## src/b4rc_pkg.sv

```systemverilog
// Shared types, opcodes and status codes of the four-register byte core.
package b4rc_pkg;

    typedef logic [31:0] word_t;
    typedef logic [1:0]  ridx_t;

    // Upper six bits of the in/out instruction group
    localparam logic [5:0] OP_IN  = 6'h30;
    localparam logic [5:0] OP_OUT = 6'h31;

    // Low two bits of the arithmetic nibble (1000..1011)
    localparam logic [1:0] ALU_ADD = 2'd0;
    localparam logic [1:0] ALU_SUB = 2'd1;
    localparam logic [1:0] ALU_MUL = 2'd2;
    localparam logic [1:0] ALU_DIV = 2'd3;

    // Register indexes; MOVI loads D
    localparam ridx_t REG_A = 2'd0;
    localparam ridx_t REG_B = 2'd1;
    localparam ridx_t REG_C = 2'd2;
    localparam ridx_t REG_D = 2'd3;

    // Result status codes
    localparam logic [1:0] ST_OK       = 2'd0;
    localparam logic [1:0] ST_BAD_IO   = 2'd1;
    localparam logic [1:0] ST_DIV_ZERO = 2'd2;

    // Divider iteration count (one quotient bit per step)
    localparam int unsigned DIV_STEPS = 32;
    localparam int unsigned CNT_W     = $clog2(DIV_STEPS);

    // Commands from the controller to the datapath
    typedef struct packed {
        logic load_instr;
        logic exec;
        logic div_step;
        logic div_finish;
        logic out_load;
    } cmd_t;

    // Status from the datapath to the controller
    typedef struct packed {
        logic div_go;
        logic div_last;
    } stat_t;

endpackage

```

## src/b4rc_ram.sv

```systemverilog
// Generic RAM: one write port, two registered read ports.
module b4rc_ram #(
    parameter int unsigned WIDTH = 32,
    parameter int unsigned DEPTH = 4
) (
    input  logic                     aclk,
    input  logic                     we,
    input  logic [$clog2(DEPTH)-1:0] waddr,
    input  logic [WIDTH-1:0]         wdata,
    input  logic [$clog2(DEPTH)-1:0] raddr_a,
    output logic [WIDTH-1:0]         rdata_a,
    input  logic [$clog2(DEPTH)-1:0] raddr_b,
    output logic [WIDTH-1:0]         rdata_b
);

    logic [WIDTH-1:0] mem [0:DEPTH-1];
    logic [WIDTH-1:0] rdata_a_reg;
    logic [WIDTH-1:0] rdata_b_reg;

    // Write and registered reads
    always_ff @(posedge aclk) begin
        if (we) begin
            mem[waddr] <= wdata;
        end
        rdata_a_reg <= mem[raddr_a];
        rdata_b_reg <= mem[raddr_b];
    end

    assign rdata_a = rdata_a_reg;
    assign rdata_b = rdata_b_reg;

endmodule

```

## src/b4rc_ctrl.sv

```systemverilog
// Controller state machine: sequences fetch, execute, divide and result handoff.
module b4rc_ctrl (
    input  logic            aclk,
    input  logic            aresetn,
    input  logic            s_tvalid,
    output logic            s_tready,
    output logic            m_tvalid,
    input  logic            m_tready,
    output b4rc_pkg::cmd_t  cmd,
    input  b4rc_pkg::stat_t stat
);
    import b4rc_pkg::*;

    localparam logic [2:0] S_IDLE = 3'd0;
    localparam logic [2:0] S_EXEC = 3'd1;
    localparam logic [2:0] S_DIV  = 3'd2;
    localparam logic [2:0] S_FIN  = 3'd3;
    localparam logic [2:0] S_WB   = 3'd4;

    logic [2:0] state_reg;
    logic [2:0] state_next;
    logic       full_reg;
    logic       full_next;
    logic       slot_free;

    assign s_tready  = (state_reg == S_IDLE);
    assign m_tvalid  = full_reg;
    assign slot_free = !full_reg || m_tready;

    // Next state and commands
    always_comb begin
        state_next     = state_reg;
        cmd            = '0;
        case (state_reg)
            S_IDLE: begin
                if (s_tvalid) begin
                    cmd.load_instr = 1'b1;
                    state_next     = S_EXEC;
                end
            end
            S_EXEC: begin
                cmd.exec   = 1'b1;
                state_next = stat.div_go ? S_DIV : S_WB;
            end
            S_DIV: begin
                cmd.div_step = 1'b1;
                if (stat.div_last) begin
                    state_next = S_FIN;
                end
            end
            S_FIN: begin
                cmd.div_finish = 1'b1;
                state_next     = S_WB;
            end
            S_WB: begin
                if (slot_free) begin
                    cmd.out_load = 1'b1;
                    state_next   = S_IDLE;
                end
            end
            default: begin
                state_next = S_IDLE;
            end
        endcase
    end

    // Output slot occupancy
    always_comb begin
        if (cmd.out_load) begin
            full_next = 1'b1;
        end else if (m_tready) begin
            full_next = 1'b0;
        end else begin
            full_next = full_reg;
        end
    end

    always_ff @(posedge aclk) begin
        if (!aresetn) begin
            state_reg <= S_IDLE;
            full_reg  <= 1'b0;
        end else begin
            state_reg <= state_next;
            full_reg  <= full_next;
        end
    end

endmodule

```

## src/b4rc_dpath.sv

```systemverilog
// Datapath: instruction latch, register file, ALU, iterative divider, result registers.
module b4rc_dpath (
    input  logic            aclk,
    input  logic            aresetn,
    input  b4rc_pkg::cmd_t  cmd,
    output b4rc_pkg::stat_t stat,
    input  logic [39:0]     s_tdata,
    output logic [31:0]     out_value,
    output logic            out_flag,
    output logic [1:0]      out_status
);
    import b4rc_pkg::*;

    logic [7:0]   instr_reg;
    word_t        inval_reg;
    logic [7:0]   instr_now;
    ridx_t        ra_idx;
    ridx_t        rb_idx;
    word_t        ra_raw;
    word_t        rb_raw;
    word_t        a;
    word_t        b;
    logic [3:0]   vld_reg;
    logic         rf_we;
    ridx_t        rf_wa;
    word_t        rf_wd;

    logic         is_movi;
    logic         is_io;
    logic         is_div;
    logic [1:0]   alu_op;

    word_t        div_rem_reg;
    word_t        div_quo_reg;
    word_t        div_mb_reg;
    logic [CNT_W-1:0] div_cnt_reg;
    logic         div_neg_reg;
    logic [32:0]  div_shift;
    logic [32:0]  div_diff;

    logic         pend_load;
    logic         pend_flag;
    word_t        pend_value;
    logic [1:0]   pend_status;
    logic         pend_flag_reg;
    word_t        pend_value_reg;
    logic [1:0]   pend_status_reg;
    logic         out_flag_reg;
    word_t        out_value_reg;
    logic [1:0]   out_status_reg;

    // Instruction latch on accept
    always_ff @(posedge aclk) begin
        if (cmd.load_instr) begin
            instr_reg <= s_tdata[7:0];
            inval_reg <= s_tdata[39:8];
        end
    end

    // Read addresses follow the instruction being latched
    assign instr_now = cmd.load_instr ? s_tdata[7:0] : instr_reg;
    assign ra_idx    = instr_now[7] ? instr_now[3:2] : instr_now[1:0];
    assign rb_idx    = instr_now[1:0];

    b4rc_ram #(
        .WIDTH (32),
        .DEPTH (4)
    ) u_rf (
        .aclk    (aclk),
        .we      (rf_we),
        .waddr   (rf_wa),
        .wdata   (rf_wd),
        .raddr_a (ra_idx),
        .rdata_a (ra_raw),
        .raddr_b (rb_idx),
        .rdata_b (rb_raw)
    );

    // Registers never written read as zero
    always_ff @(posedge aclk) begin
        if (!aresetn) begin
            vld_reg <= '0;
        end else if (rf_we) begin
            vld_reg[rf_wa] <= 1'b1;
        end
    end

    assign a = vld_reg[ra_idx] ? ra_raw : '0;
    assign b = vld_reg[rb_idx] ? rb_raw : '0;

    // Decode
    assign is_movi = !instr_reg[7];
    assign is_io   = instr_reg[7] && instr_reg[6];
    assign alu_op  = instr_reg[5:4];
    assign is_div  = instr_reg[7] && !instr_reg[6] && (alu_op == ALU_DIV);

    assign stat.div_go   = is_div && (b != '0);
    assign stat.div_last = (div_cnt_reg == CNT_W'(DIV_STEPS - 1));

    // Execute: register write and pending result
    always_comb begin
        rf_we       = 1'b0;
        rf_wa       = instr_reg[1:0];
        rf_wd       = '0;
        pend_flag   = 1'b0;
        pend_value  = '0;
        pend_status = ST_OK;
        pend_load   = 1'b0;
        if (cmd.exec) begin
            pend_load = !stat.div_go;
            if (is_movi) begin
                rf_we = 1'b1;
                rf_wa = REG_D;
                rf_wd = {25'd0, instr_reg[6:0]};
            end else if (is_io) begin
                if (instr_reg[7:2] == OP_OUT) begin
                    pend_flag  = 1'b1;
                    pend_value = b;
                end else if (instr_reg[7:2] == OP_IN) begin
                    rf_we = 1'b1;
                    rf_wd = inval_reg;
                end else begin
                    pend_status = ST_BAD_IO;
                end
            end else begin
                rf_wa = instr_reg[3:2];
                case (alu_op)
                    ALU_ADD: begin
                        rf_we = 1'b1;
                        rf_wd = a + b;
                    end
                    ALU_SUB: begin
                        rf_we = 1'b1;
                        rf_wd = a - b;
                    end
                    ALU_MUL: begin
                        rf_we = 1'b1;
                        rf_wd = a * b;
                    end
                    ALU_DIV: begin
                        if (b == '0) begin
                            pend_status = ST_DIV_ZERO;
                        end
                    end
                    default: begin
                        rf_we = 1'b0;
                    end
                endcase
            end
        end else if (cmd.div_finish) begin
            pend_load = 1'b1;
            rf_we     = 1'b1;
            rf_wa     = instr_reg[3:2];
            rf_wd     = div_neg_reg ? (32'd0 - div_quo_reg) : div_quo_reg;
        end
    end

    // Restoring divider on magnitudes, one quotient bit per step
    assign div_shift = {div_rem_reg, div_quo_reg[31]};
    assign div_diff  = div_shift - {1'b0, div_mb_reg};

    always_ff @(posedge aclk) begin
        if (cmd.exec && stat.div_go) begin
            div_rem_reg <= '0;
            div_quo_reg <= a[31] ? (32'd0 - a) : a;
            div_mb_reg  <= b[31] ? (32'd0 - b) : b;
            div_neg_reg <= a[31] ^ b[31];
            div_cnt_reg <= '0;
        end else if (cmd.div_step) begin
            if (!div_diff[32]) begin
                div_rem_reg <= div_diff[31:0];
                div_quo_reg <= {div_quo_reg[30:0], 1'b1};
            end else begin
                div_rem_reg <= div_shift[31:0];
                div_quo_reg <= {div_quo_reg[30:0], 1'b0};
            end
            div_cnt_reg <= div_cnt_reg + 1'b1;
        end
    end

    // Pending result, then output register
    always_ff @(posedge aclk) begin
        if (pend_load) begin
            pend_flag_reg   <= pend_flag;
            pend_value_reg  <= pend_value;
            pend_status_reg <= pend_status;
        end
        if (cmd.out_load) begin
            out_flag_reg   <= pend_flag_reg;
            out_value_reg  <= pend_value_reg;
            out_status_reg <= pend_status_reg;
        end
    end

    assign out_flag   = out_flag_reg;
    assign out_value  = out_value_reg;
    assign out_status = out_status_reg;

endmodule

```

## src/byte_isa_four_register_core.sv

```systemverilog
// Top level of the four-register byte instruction core.
//
// Executes one 8-bit instruction per item against four 32-bit registers
// (all zero after reset): MOVI, IN, OUT, ADD, SUB, MUL and DIV. Every item
// gives exactly one result item carrying the OUT flag, the OUT value (zero
// otherwise) and a status (ok, bad in/out code, divide by zero); on an error
// the registers are left as they were. From accept the core steps through
// execute and writeback before it is ready again; a DIV with a nonzero
// divisor adds divide steps and a finish state, its restoring divider
// producing one quotient bit per cycle. Writeback waits for a free output.
// The next item is accepted while a finished result still waits on the output.
module byte_isa_four_register_core (
    input  logic        aclk,
    input  logic        aresetn,
    input  logic        s_tvalid,
    output logic        s_tready,
    input  logic [39:0] s_tdata,   // [7:0] instr_byte, [39:8] in_value
    output logic        m_tvalid,
    input  logic        m_tready,
    output logic [31:0] m_tdata,   // [31:0] out_value
    output logic [2:0]  m_tuser    // [0] out_valid, [2:1] status
);
    import b4rc_pkg::*;

    cmd_t        cmd;
    stat_t       stat;
    logic        out_flag;
    logic [1:0]  out_status;

    b4rc_ctrl u_ctrl (
        .aclk     (aclk),
        .aresetn  (aresetn),
        .s_tvalid (s_tvalid),
        .s_tready (s_tready),
        .m_tvalid (m_tvalid),
        .m_tready (m_tready),
        .cmd      (cmd),
        .stat     (stat)
    );

    b4rc_dpath u_dpath (
        .aclk       (aclk),
        .aresetn    (aresetn),
        .cmd        (cmd),
        .stat       (stat),
        .s_tdata    (s_tdata),
        .out_value  (m_tdata),
        .out_flag   (out_flag),
        .out_status (out_status)
    );

    assign m_tuser = {out_status, out_flag};

    // One item in flight: no accept right after an accept
    a_single_item: assert property (@(posedge aclk) disable iff (!aresetn)
        (s_tvalid && s_tready) |=> !s_tready)
        else $error("item accepted while previous item still executing");

    // OUT results never carry an error status
    a_out_ok: assert property (@(posedge aclk) disable iff (!aresetn)
        (m_tvalid && m_tuser[0]) |-> (m_tuser[2:1] == ST_OK))
        else $error("OUT result with error status");

    // Non-OUT results carry a zero value
    a_zero_value: assert property (@(posedge aclk) disable iff (!aresetn)
        (m_tvalid && !m_tuser[0]) |-> (m_tdata == '0))
        else $error("non-OUT result with nonzero value");

    // A result is only loaded once the previous one is taken or absent
    a_no_overwrite: assert property (@(posedge aclk) disable iff (!aresetn)
        (m_tvalid && !m_tready) |=> $stable(m_tdata) && $stable(m_tuser))
        else $error("pending result overwritten");

endmodule
```

## config.mk

```make
export PLATFORM = sky130hd
export DESIGN_NAME = byte_isa_four_register_core
export DESIGN_NICKNAME = d
export VERILOG_FILES = /design/src/b4rc_pkg.sv /design/src/b4rc_ram.sv /design/src/b4rc_ctrl.sv /design/src/b4rc_dpath.sv /design/src/byte_isa_four_register_core.sv
export SDC_FILE = /design/constraint.sdc
export NUM_CORES = 2
export LEC_CHECK = 0
export ABC_AREA = 1
export BUFFER_PORTS_ARGS = -buffer_cell sky130_fd_sc_hd__buf_2
export CAP_MARGIN = 20
export CORE_MARGIN = 1
export CORE_UTILIZATION = 45
export CTS_CLUSTER_SIZE = 8
export DETAILED_ROUTE_END_ITERATION = 6
export MAX_ROUTING_LAYER = met4
export SLEW_MARGIN = 20
export SYNTH_ARGS = -nofsm -noshare
export SYNTH_HDL_FRONTEND = slang
export SYNTH_SLANG_ARGS = --single-unit
```

## constraint.sdc

```tcl
create_clock -name aclk -period 13.8 [get_ports aclk]
set_input_delay 2.76 -clock aclk [delete_from_list [all_inputs] [get_ports aclk]]
set_output_delay 2.76 -clock aclk [all_outputs]
set_load 0.03 [all_outputs]
```

Word level (Yosys, flattened, before mapping)
Memories as Yosys holds them, arrays and structs flattened. A register that Yosys moved wholly into a read port is not among the register bits.
Index checks and enable logic that the tools add are counted.

storage, ports and cells
  register bits after elaboration = 220
  memory bits (writable) = 128
  input port bits = 44
  output and inout port bits = 37
  word-level logic and storage cells = 125
  memories kept = 1

memory list
  memory            depth  width  read ports  clocked after Yosys merged registers in  wr ports  line            text
  u_dpath.u_rf.mem  4      32     2           2                                        1         b4rc_ram.sv:16  logic [WIDTH-1:0] mem [0:DEPTH-1];

operators by class
  add/subtract/negate cells = 7
  multipliers = 1
  order comparisons = 4
  equality and inequality tests = 13
  multiplexer cells = 58
  bitwise operators = 2
  reduce and logical (&&, ||, !) cells = 21

operator list
  operator                                                               count
  32-bit two-way mux                                                     13
  32-bit case mux with 3 select lines                                    1
  1-bit by 32-bit subtractor with 32-bit output (first input constant)   3
  33-bit by 32-bit subtractor with 33-bit output                         1
  32-bit adder                                                           1
  32-bit zero test                                                       1
  32-bit by 32-bit multiplier with 32-bit output                         1
  32-bit nonzero test                                                    1
  32-bit subtractor                                                      1
  31-bit two-way mux                                                     1
  1-bit two-way mux                                                      25
  2-bit two-way mux                                                      9
  3-bit case mux with 5 select lines                                     1
  6-bit == test (second input constant)                                  2
  3-bit two-way mux                                                      4
  2-bit by 3-bit < comparator with 1-bit output (second input constant)  3
  8-bit two-way mux                                                      1
  3-bit by 2-bit == test with 1-bit output (second input constant)       2
  1-bit logical AND                                                      6
  3-bit AND reduction                                                    2
  5-bit by 1-bit adder with 5-bit output (second input constant)         1
  5-bit == test (second input constant)                                  1
  1-bit binary-select mux with 2-bit select                              2
  2-bit == test (second input constant)                                  2
  other kinds (17)                                                       21

Longest topological paths before layout
  depth after elaboration = 12
  depth in mapped cells = 51
  mapped depth without buffers = 48

Cells and area by module
From an unflattened synthesis, not the netlist that was laid out.

unflattened totals
  cells, all modules = 4,812
  area total of the unflattened synthesis = 38,883.5 um2

modules (own cells, without submodules)
  module                       times used  cells an instance  area each (um2)  sequential area each (um2)
  b4rc_dpath                   1           3,956              30,840.8         6,025.8
  b4rc_ram                     1           819                7,801.2          5,124.9
  b4rc_ctrl                    1           36                 234.0            80.1
  byte_isa_four_register_core  1           1                  7.5              0.0

Worst setup path before layout
OpenSTA, ideal clock, no wires.

  kind = input -> register
  start = input port s_tvalid
  end = memory u_dpath.u_rf.mem[0][27], data pin
  setup time = 285 ps
  arrival = 11,006 ps
  required time = 13,515 ps
  setup slack = 2,508 ps
  stages = 39
  path buffers = 3
  cells stage by stage = buf_2 nand3_2 inv_1 nand2_1 nand3_1 nand2_2 nand3_1 nand2_1 buf_4 nor2_1 clkbuf_1 clkinv_1 nor2_1 fa_1 inv_1 fa_1 fa_1 fa_1 [3 not listed] fa_1 inv_1 fa_1 fa_1 ha_1 a21oi_1 o21ai_0 a21oi_1 inv_1 nand2_1 o211ai_1 nand3_1 nand2_1 or2_2 nand3_1 nand3_1 nand3_1 o21ai_0

between the ends
  cells in the longest elaborated chain, start to end = 12
  elaborated cells on any way between the ends = 17
  classes of those cells = add/sub: 2; mul: 1; mux: 14

ends and longest elaborated chain
  item                                                                          line                               text
  start: declaration                                                            byte_isa_four_register_core.sv:15  input logic s_tvalid,
  1-bit two-way mux *                                                           b4rc_ctrl.sv:36                    if (s_tvalid) begin
  1-bit two-way mux *                                                           b4rc_ctrl.sv:34                    case (state_reg)
  8-bit two-way mux *                                                           b4rc_dpath.sv:61                   assign instr_now = cmd.load_instr ? s_tdata[7:0] : instr_reg;
  2-bit two-way mux                                                             b4rc_dpath.sv:62                   assign ra_idx = instr_now[7] ? instr_now[3:2] : instr_now[1:0];
  1-bit binary-select mux with 2-bit select                                     b4rc_dpath.sv:88                   assign a = vld_reg[ra_idx] ? ra_raw : '0;
  1-bit two-way mux (not written as such)                                       b4rc_dpath.sv:88
  32-bit two-way mux                                                            b4rc_dpath.sv:88
  32-bit by 32-bit multiplier with 32-bit output, or another cell as far along  b4rc_dpath.sv:138                  rf_wd = a * b;
  32-bit case mux with 3 select lines *                                         b4rc_dpath.sv:127                  case (alu_op)
  32-bit two-way mux *                                                          b4rc_dpath.sv:115                  end else if (is_io) begin
  32-bit two-way mux *                                                          b4rc_dpath.sv:111                  if (is_movi) begin
  32-bit two-way mux *                                                          b4rc_dpath.sv:109                  if (cmd.exec) begin
  via u_dpath.rf_wd[27]                                                         b4rc_dpath.sv:26                   word_t rf_wd;
  end: declaration                                                              b4rc_ram.sv:16

The timed path passes the listed nets; every way through them passes the cells marked *. The select of a mux whose other input is x is not followed.

Final worst setup path
  start = input port s_tvalid
  end = memory u_dpath.u_rf.mem[3][23], data pin

Same word-level chain as after synthesis.

==> metrics.cfg <==
[clock_network]
root_buffer = clkbuf_16
clockBufferDepth = 3
hold_buffers = 0
cts_buffers = 59
clkTransAtPathRegs_ns = 0.05
cts_tree = yes
cts_setup_buffers = 0
cts_resized = 0
htree_levels = 2
clock_latency_ns = 0.66
clock_sinks = 412

[global_routing]
track_usage = 0.337
grt_start_max_net_pins = 67
use_met2 = 0.514
met3_usage = 0.0473
busiest_layer = met2
grt_pass1_vias = 31800
grt_pass1_wl_um = 205000
grtUsageMet1 = 0.453
grt.overflow.total = 0
antenna_found_initial = 4

[synth]
syn_area_um2 = 37700
yosysTopAreaCellShare = 0.237
synthDistinctLibCells = 62
syn_nets = 5189
synth_warnings = 0
yosysMostFrequentCell = inv_1
yosys-top-cells-area = edfxtp_1 (24%), fa_1 (22%), inv_1 (7.5%)
postSynthCellCount = 4543
synthTopCellsByCount = inv_1 (756), nand2_1 (717), nor2_1 (683)
async_flop_share = 0
synth.yosys.seq_area_share = 0.298
yosysTopAreaCell = edfxtp_1
synth_ff_type = edfxtp_1
synth_edf_count = 298
syn_avg_cell_area_um2 = 8.30
synth_seq_cells = 412

[place]
portBuffers = 80
dp_hpwl_um = 105000
gp_congestion = 1.04

[timing]
slew_viol_final = 0
min_period_over_period = 0.909
hold_viol = 0
rsz0062_at_grt = no
tightest_slew_ns = 1.20
period_minus_slack_ns = 12.54
fin_hold_ws_ns = 0.398
fin_skew_ns = 0.0369
finalSetupTns_ns = 0
slew_headroom = 0.202
setup_violations = 0
timing.fmax_mhz = 79.8

[critical_path]
reg2reg_depth = 31
r2r_end = u_dpath.u_rf.mem[3][23]
crit_path_top_delay_cell = o21ai_4
cp.required_ns = 14.09
cp-end-kind = flip-flop
cp-endpoint = u_dpath.u_rf.mem[3][23]
crit_fanout = 34
crit_arrival_ns = 12.83
startpoint = s_tvalid
cpMostUsedCell = fa_1
regToRegSetupSlack_ns = 2.96
cp_slowest_stage_delay_ns = 0.88
crit_type = primary input to flip-flop
worst_setup_path_start_kind = primary input
r2r-start = u_ctrl.state_reg[1]

[drt]
firstDrtPassIters = 7
drcViolationCount = 0
viasPerCell = 5.71
drtIter0Drc = 3573
drt-total-wl_um = 139000
wl_per_cell_um = 24.2
vias = 32800
ant_nets = 0

[power_and_ir_drop]
ir_drop_mv = 0.115
p_per_area_nw_per_um2 = 151
p_sw_uw = 2990
internal_power_uw = 3250
seqPwrFrac = 0.256
comb_power_share = 0.525
leakagePower_uw = 0.0188
total_power_uw = 6230
switching_share = 0.479
pwr-share-clk = 0.220

[die]
die-area_um2 = 84900
ios = 81
rows = 105
die_h_um = 291
core_area_um2 = 82500
dieWidth_um = 291
initial_core_util = 0.457

[hold_path]
hold_start = u_dpath.pend_value_reg[30]
min_path_type = flip-flop to flip-flop

[job]
drv_cap = 0

[layout]
final_layout_size_suffix_gt1_frac = 0.0772
final_nets = 5259
largest_reg_flops = 128
syn_to_final_growth_pct = 9.67
regMostFlops = u_dpath.u_rf.mem
fillerInstances = 8005

[status]
status = complete, no violations

[power by group through the flow]
stage                     Combinational (uW)  Clock (uW)  Sequential, uW
final                                   3270        1370            1590
after global routing                    3510        1440            1600
after CTS                               3180        1390            1590
after detailed placement                3160           0            1610
after global placement                  3140           0            1610
after floorplan                         2000           0            1560
[logic make-up (layout without fill, tap and decap cells)]
family          after synthesis  count (layout)  synth area share
compound gates              777             777             0.115
fa+ha+maj                   602             602             0.282
xor+xnor                     95              95            0.0221
other cells                   0               3                 0
buf+inv                     977            1096             0.100
flops                       412             412             0.298
simple gates               1680            1680             0.183
[critical path: cells and delay by family]
| family | cells | cell delay, ns |
|---|---|---|
| AOI/OAI and AO/OA | 8 | 2.66 |
| and+or+nand+nor | 7 | 1.73 |
| buffers and inverters | 6 | 1.04 |
| xor gates and xnor gates | 1 | 0.33 |
| adders and majority gates | 9 | 4.27 |
[how the worst min path moves through the flow]
stage                                        to  depth (start not counted)  slack (ns)
final                     u_dpath.out_value[30]                          0        0.40
after global routing      u_dpath.out_value[30]                          0        0.41
after CTS                 u_dpath.out_value[30]                          0        0.40
after detailed placement  u_dpath.out_value[16]                          0        0.40
after global placement    u_dpath.out_status[1]                          0        0.40
after floorplan                u_dpath.out_flag                          0        0.40
[metal layers]
metal / wire length (um) / part of all wire
met5: 0 / 0
met2: 61900 / 0.45
met1: 56600 / 0.41
met4: 6760 / 0.049
met3: 13500 / 0.097
[per-stage QoR]
step | instances | setup WS, ns | area [um^2] | util
2_1_floorplan | 4543 | 2.51 | 37700 | -
3_3_place_gp | 5621 | 0.862 | 39600 | 0.479
3_5_place_dp | 5622 | 0.859 | 39600 | 0.480
4_1_cts | 5732 | 1.55 | 41300 | 0.501
5_1_grt | 5733 | 0.889 | 41300 | 0.501
6_report | 5735 | 1.26 | 41300 | 0.501
[final cells by class]
class / instances / area (um^2) / area share
antenna: 3 / 7.51 / 0.000182
clock buffer: 104 / 1650 / 0.0398
clock inverter: 6 / 101 / 0.00245
inverter: 784 / 2950 / 0.0713
multi-input combinational: 3154 / 22700 / 0.550
sequential: 412 / 11200 / 0.272
tap: 1070 / 1340 / 0.0324
timing repair buffer: 202 / 1340 / 0.0323
[placed cells by master (no fill, tap or decap), drive strengths merged, types with 14 or more instances in the layout]
| master | synthesis | routed |
|---|---|---|
| a21oi | 193 | 193 |
| a31oi | 33 | 33 |
| buf | 45 | 202 |
| clkbuf | 148 | 104 |
| clkinv | 15 | 19 |
| dfxtp | 114 | 114 |
| edfxtp | 298 | 298 |
| fa | 410 | 410 |
| ha | 192 | 192 |
| inv | 769 | 770 |
| nand2 | 735 | 735 |
| nand3 | 146 | 146 |
| nand4 | 25 | 25 |
| nor2 | 700 | 700 |
| nor3 | 42 | 42 |
| o211ai | 21 | 21 |
| o21ai | 368 | 368 |
| o22ai | 82 | 82 |
| or2 | 14 | 14 |
| xnor2 | 32 | 32 |
| xor2 | 63 | 63 |
Power figures use the tool's default switching activity.
